==> config.mk <==
export PLATFORM = sky130hd
export DESIGN_NAME = rqi_ram
export DESIGN_NICKNAME = d
export VERILOG_FILES = /design/src/rtl/core/rqi_ram.sv
export SDC_FILE = /design/constraint.sdc
export NUM_CORES = 1
export LEC_CHECK = 0
export BUFFER_PORTS_ARGS = -buffer_cell sky130_fd_sc_hd__buf_2
export CAP_MARGIN = 20
export CORE_MARGIN = 3
export CORE_UTILIZATION = 52
export CTS_CLUSTER_DIAMETER = 40
export DETAILED_ROUTE_END_ITERATION = 12
export PLACE_DENSITY = 0.81
export RECOVER_POWER = 50
export SYNTH_ARGS = -nofsm -noshare
export SYNTH_HDL_FRONTEND = slang
export SYNTH_SLANG_ARGS = --single-unit
==> constraint.sdc <==
create_clock -name i_clk -period 1.77 [get_ports i_clk]
set_input_delay 0.177 -clock i_clk [delete_from_list [all_inputs] [get_ports i_clk]]
set_output_delay 0.177 -clock i_clk [all_outputs]
set_load 0.02 [all_outputs]
==> src/rtl/core/rqi_ram.sv <==
module rqi_ram #(
    parameter int WIDTH = 8,
    parameter int DEPTH = 2,
    localparam int AW = (DEPTH > 1) ? $clog2(DEPTH) : 1
) (
    input  logic             i_clk,
    input  logic             i_we,
    input  logic [AW-1:0]    i_waddr,
    input  logic [WIDTH-1:0] i_wdata,
    input  logic [AW-1:0]    i_raddr,
    output logic [WIDTH-1:0] o_rdata
);

    logic [WIDTH-1:0] r_mem [DEPTH];
    logic [WIDTH-1:0] r_rdata;

    always_ff @(posedge i_clk) begin
        if (i_we) begin
            r_mem[i_waddr] <= i_wdata;
        end
        r_rdata <= r_mem[i_raddr];
    end

    assign o_rdata = r_rdata;

endmodule

==> results of run 1 <==
-- power by group --
part           internal, mW  switching (mW)  total, mW
logic                0.0435          0.0476     0.0910
registers             0.642         0.00930      0.651
clock network        0.0819           0.138      0.220
-- through the flow --
stage | std cells | cell area, um^2
floorplan | 35 | 785
detailed placement | 68 | 887
finish | 72 | 907
CTS | 72 | 913
global route | 72 | 907
global placement | 68 | 887
-- worst min path at each step --
stage               startpoint                    end  slack, ns
floorplan           i_wdata[0]  r_mem[0][0]$_DFFE_PP_       0.28
global placement    i_wdata[2]  r_mem[0][2]$_DFFE_PP_       0.36
detailed placement  i_wdata[2]  r_mem[1][2]$_DFFE_PP_       0.37
CTS                 i_wdata[2]  r_mem[1][2]$_DFFE_PP_       0.05
global route        i_wdata[2]  r_mem[1][2]$_DFFE_PP_       0.05
finish              i_wdata[2]  r_mem[1][2]$_DFFE_PP_       0.06
-- metal layers --
| layer | routed length (um) | share of wire, % | up-vias |
|---|---|---|---|
| met1 | 348 | 38 | 166 |
| met5 | 0 | 0 | - |
| li1 | - | - | 172 |
| met3 | 64 | 6.9 | 0 |
| met4 | 0 | 0 | 0 |
| met2 | 515 | 55 | 12 |
-- placed cells by master, fill, tap and decap left out, drive strengths merged --
| cell | count |
|---|---|
| edfxtp | 16 |
| buf | 14 |
| mux2 | 8 |
| dfxtp | 8 |
| clkbuf | 8 |
| nor2b | 1 |
| and2 | 1 |
| clkinv | 1 |
-- state kept, by name, indices dropped and copies added (netlist names) --
name / count
r_mem: 16
o_rdata: 8
-- cells by family (layout without fill, tap and decap cells) --
logic type	Yosys count	after routing
and+or+nand+nor	2	2
muxes	8	8
DFF	24	24
buffers and inverters	1	23
-- layout make-up --
class / instances / share of cell area, %
Clock buffer: 3 / 2.48
Clock inverter: 1 / 0.414
Multi-Input combinational cell: 10 / 14.6
Sequential cell: 24 / 70.6
Tap cell: 15 / 2.07
Timing Repair Buffer: 19 / 9.79
==> metrics.csv, run 1 <==
metric,value,unit
clkLatencyLatePin,0.29,ns
power,0.961,mW
drt_iter0_markers,7,
io_pins,20,
vias,350,
cts_hold_buf,0,
yosys.area.top_type,edfxtp_1,
cts_inserted_buffers,3,
yosys_warnings,0,
initial_utilization,58.1,%
min_path_cells,1,
drv_cap,0,
globalplace.congestion,0.672,
rsz0062_at_grt,no,
postRouteAntennaNets,0,
ir_drop,0.618,mV
grt_use_met1,11.0,%
hold_viol,0,
drt_wl_total,928,um
grt_pass1_wl,1520,um
ys.flop_type,edfxtp_1,
critPathRequiredTime,1.59,ns
slew_viol_final,0,
setup.worst_path.end_class,output port,
synth_seq_cells,24,
grt_start_max_net_pins,14,
num-nets-final,70,
cts_tree,done,
fin_tns_setup,0,ns
synth_mux_area_share,15.3,%
holdWs,0.0608,ns
slowest_stage,dfxtp_1,
drc,0,
fin_skew,0.00576,ns
synth-xor-area-share,0,%
synth_area_leaders,"edfxtp_1 61%, dfxtp_1 20%, mux2_4 15%",
fp.dieArea,2010,um^2
syn_inst,35,
cts_sinks,24,
ys_top_cells_by_count,"16 x edfxtp_1, 8 x dfxtp_1, 8 x mux2_4",
r2r_cells,1,
die_w,44.8,um
r2r_slack,1.01,ns
synthAdderAreaFrac,0,%
gr-total-overflow,0,
busiest_layer,met2,
status,completed,
fmax,1.06,GHz
cp-endpoint,o_rdata[0],
yosys.area_share.simple,1.59,%
ys_seq_area_share,81.7,%
crit_buf_inv,1,
grt_pass1_vias,360,
gr-usage-met2,21.2,%
via_per_inst,4.86,
synth_edf_count,16,
async_flop_share,0,%
root_buffer,clkbuf_4,
cp-startpoint,o_rdata[0]$_DFF_P_,
setup_viol,0,
max_stage_delay,0.33,ns
post_cts_buffers,0,
multi_input_area,133,um^2
synth_top_family_by_area,multiplexers,
fin_ws,0.823,ns
rr_endpoint,o_rdata[4]$_DFF_P_,
clk_pin_slew_worst_paths,0.12,ns
fin_crit_sh,53.5,%
synth_top_area_share,61.2,%
met3_usage,2.39,%
htree_levels,1,
core_area,1350,um^2
avgSynthCellArea,22.4,um^2
rows,13,
critPathLaunchType,flop,
power_density,1060,nW/um^2
grt_usage,10.8,%
worstSetupPathDepth,1,
first_pass_iters,4,
crit_fanout,1,
antennaDiodeCount,0,
ys_types,6,
synthesis.area,785,um^2
final_util,67.2,%
syn2layout_area_growth,15.6,%
fill_cells,100,
max_slew.worst_pin.slew,0.679,ns
layout-drive-gt1-share,43.9,%
synth_most_common_cell,edfxtp_1,
cts_resized,0,
timing.critical_path.arrival,0.77,ns
synth_nets,47,
path_class,reg -> out,
portBuffers,19,
max-slew-margin-rel,54.7,%
cts_buffer_depth,2,
fin_crit,0.947,ns
path_delay_family,flip-flops,
antenna_found_initial,0,
synth_compound_area_share,0,%
timing.rr.start,r_mem[0][4]$_DFFE_PP_,
dp_slack,0.561,ns
seq_area,641,um^2
die_h,44.8,um
total_leakage_power,0.364,nW
post_drt_wl_per_cell,12.9,um
path_cells,buf_2,
hold_path_class,in -> reg,
No activity file was read; power rests on OpenSTA's default activity.
==> inputs of run 2 (changes only) <==
Settings changed: ABC_AREA set to 1, CORE_UTILIZATION 52 to 43, PLACE_DENSITY 0.81 to 0.73.
Clock period 1.77 ns to 0.8 ns, I/O delays scaled along.
==> run 2 against run 1 <==
The flow now finishes with violations (setup timing). Setup slack got worse by 0.86 ns. Register-to-register slack got worse by 0.82 ns. Final cell count increased by 42%. Sequential share of layout area decreased by 8.6 points. Worst hold slack improved by 0.0096 ns. Critical path depth unchanged. Critical endpoint is now o_rdata[1]. Largest cell class unchanged. Largest power group unchanged. Highest routed layer is now met4.
==> metrics.csv, run 2 <==
metric,value,unit
yosys_warnings,0,
final_cell_mix,"25 x nand2_1, 16 x edfxtp_1, 11 x buf_2",
fmax,1.20,GHz
htree_levels,1,
power_switching,0.470,mW
core_area,1580,um^2
final_common_cell,nand2_1,
timing.critical_path.arrival,0.75,ns
power_density,2200,nW/um^2
seq_area,651,um^2
ir_drop,1.26,mV
synth-xor-area-share,0,%
grt_usage,11.8,%
min_to,o_rdata[0]$_DFF_P_,
ys_seq_area_share,84.2,%
clkLatencyLatePin,0.30,ns
portBuffers,19,
synth_compound_area_share,0,%
postRouteAntennaNets,0,
gr-total-overflow,0,
rsz0062_at_grt,yes,
max_stage_delay,0.34,ns
synth_seq_cells,24,
path_delay_family,flip-flops,
switching_share,20.4,%
max_slew.worst_pin.slew,0.296,ns
timing.rr.start,r_mem[1][2]$_DFFE_PP_,
cts_inserted_buffers,3,
fin_skew,0.00120,ns
io_pins,20,
synth_most_common_cell,nand2_1,
slowest_stage,dfxtp_2,
stdcell_count,102,
drc,0,
post_drt_wl_per_cell,10.8,um
crit_buf_inv,1,
fin_crit_sh,104,%
largest_reg_flops,16,
clk_pin_slew_worst_paths,0.12,ns
total_leakage_power,0.459,nW
critPathLaunchType,flop,
synth_top_area_share,63.2,%
grt_pass1_vias,450,
holdCritStartpoint,i_raddr,
numPlacedInstances,90,
critPathRequiredTime,0.72,ns
drt_wl_total,1100,um
ys_top_cells_by_count,"25 x nand2_1, 16 x edfxtp_1, 8 x dfxtp_1, 2 x inv_1",
r2r_slack,0.19,ns
synth_mux_area_share,0,%
die_w,48.1,um
path_cells,buf_6,
antenna_found_initial,0,
cts_sinks,24,
p_int,1.83,mW
syn_inst,54,
fp.dieArea,2310,um^2
ys.flop_type,edfxtp_1,
slew_viol_final,0,
layout-drive-gt1-share,37.2,%
fill_cells,112,
top_register,r_mem,
min_path_cells,3,
via_per_inst,4.58,
fin_crit,0.834,ns
globalplace.congestion,0.699,
initial_utilization,48.3,%
yosys.area_share.simple,12.8,%
drt_iter0_markers,9,
rows,14,
synth_edf_count,16,
die_h,48.1,um
drv_cap,0,
async_flop_share,0,%
root_buffer,clkbuf_4,
grt_pass1_wl,1770,um
status,"complete, but fails checks",
synth_top_family_by_area,simple AND/OR/NAND/NOR gates,
synthesis.area,761,um^2
synth_area_leaders,"edfxtp_1 63%, dfxtp_1 21%, nand2_1 12%",
failed_checks,setup timing,
post_cts_buffers,0,
syn2layout_area_growth,37.8,%
dp_slack,0.00710,ns
rr_endpoint,o_rdata[2]$_DFF_P_,
seq_power_share,63.1,%
ys_types,7,
max-slew-margin-rel,80.3,%
cts_buffer_depth,2,
r2r_cells,2,
first_pass_iters,4,
vias,467,
multi_input_area,97.6,um^2
cts_tree,done,
synthAdderAreaFrac,0,%
grt_start_max_net_pins,14,
yosys.area.top_type,edfxtp_1,
setup.worst_path.end_class,output port,
clkPwrFrac,25.9,%
num-nets-final,99,
avgSynthCellArea,14.1,um^2
synth_nets,66,
hold_path_class,in -> reg,
antennaDiodeCount,0,
power,2.30,mW
crit_fanout,1,
comb_power_share,11.0,%
path_class,reg -> out,
holdWs,0.0705,ns
setup_viol,8,
fin_ws,-0.0339,ns
hold_viol,0,
==> run 2: cell count changes after synthesis <==
cell / delta
nand2_1: +25
mux2_4: -8
inv_1: +2
and2_1: -1
inv_2: +1
nor2_1: +1
nor2b_1: -1
==> run 2: metrics by stage <==
| step | cell area [um^2] | setup TNS, ns | utilization (%) |
|---|---|---|---|
| final | 1050 | -0.257 | 66.5 |
| after global routing | 1050 | -0.587 | 66.5 |
| after CTS | 1060 | -0.363 | 67.1 |
| after detailed placement | 882 | 0 | 56.0 |
| after global placement | 882 | 0 | 56.0 |
| after floorplan | 763 | 0 | - |
==> run 2: layout make-up <==
| cell class | instances | share of cell area (%) |
|---|---|---|
| Sequential cell | 24 | 62.1 |
| Timing Repair Buffer | 29 | 22.2 |
| Multi-Input combinational cell | 26 | 9.31 |
| Clock buffer | 4 | 3.46 |
| Tap cell | 16 | 1.91 |
| Inverter | 3 | 1.07 |
==> run 2: tightest hold or removal path: stages <==
cell	delay, ns
buf_2	0.16
nand2_1	0.07
nand2_1	0.04
==> run 2: layer usage <==
metal / share of wire [%] / global-route usage (%) / vias to the layer above / wire [um]
met3: 5.3 / 2.26 / 2 / 59
met1: 40 / 12.9 / 206 / 443
li1: - / - / 239 / -
met4: 0.45 / 8.06 / 0 / 5
met2: 54 / 20.6 / 20 / 595
met5: 0 / 0 / - / 0
==> run 2: how the worst max path moves through the flow <==
stage | startpoint | endpoint | slack (ns) | cells past startpoint
floorplan | i_we | r_mem[0][0]$_DFFE_PP_ | 0.11 | 2
global placement | i_waddr | r_mem[1][6]$_DFFE_PP_ | 0.03 | 3
detailed placement | i_waddr | r_mem[1][4]$_DFFE_PP_ | 0.007 | 3
CTS | o_rdata[3]$_DFF_P_ | o_rdata[3] | -0.05 | 1
global route | o_rdata[0]$_DFF_P_ | o_rdata[0] | -0.08 | 1
finish | o_rdata[1]$_DFF_P_ | o_rdata[1] | -0.03 | 1
==> run 2: power groups by stage <==
stage	clock, mW	combinational [mW]	sequential, mW
after floorplan	0	0.0583	1.51
after global placement	0	0.185	1.46
after detailed placement	0	0.188	1.47
after CTS	0.620	0.259	1.45
after global routing	0.676	0.277	1.46
final	0.597	0.254	1.45
==> run 2: cell families after synthesis <==
logic type,count (synthesis)
AND/OR/NAND/NOR,26
flip-flops,24
buffers and inverters,4
==> run 2: what timing repair did <==
item                                    4_1_cts  5_1_grt
endpoints found under the hold margin        16        0
pin swaps                                     0        0
gates resized for setup                      23        1
endpoints found under the setup margin        8        8
hold buffers                                  8        0
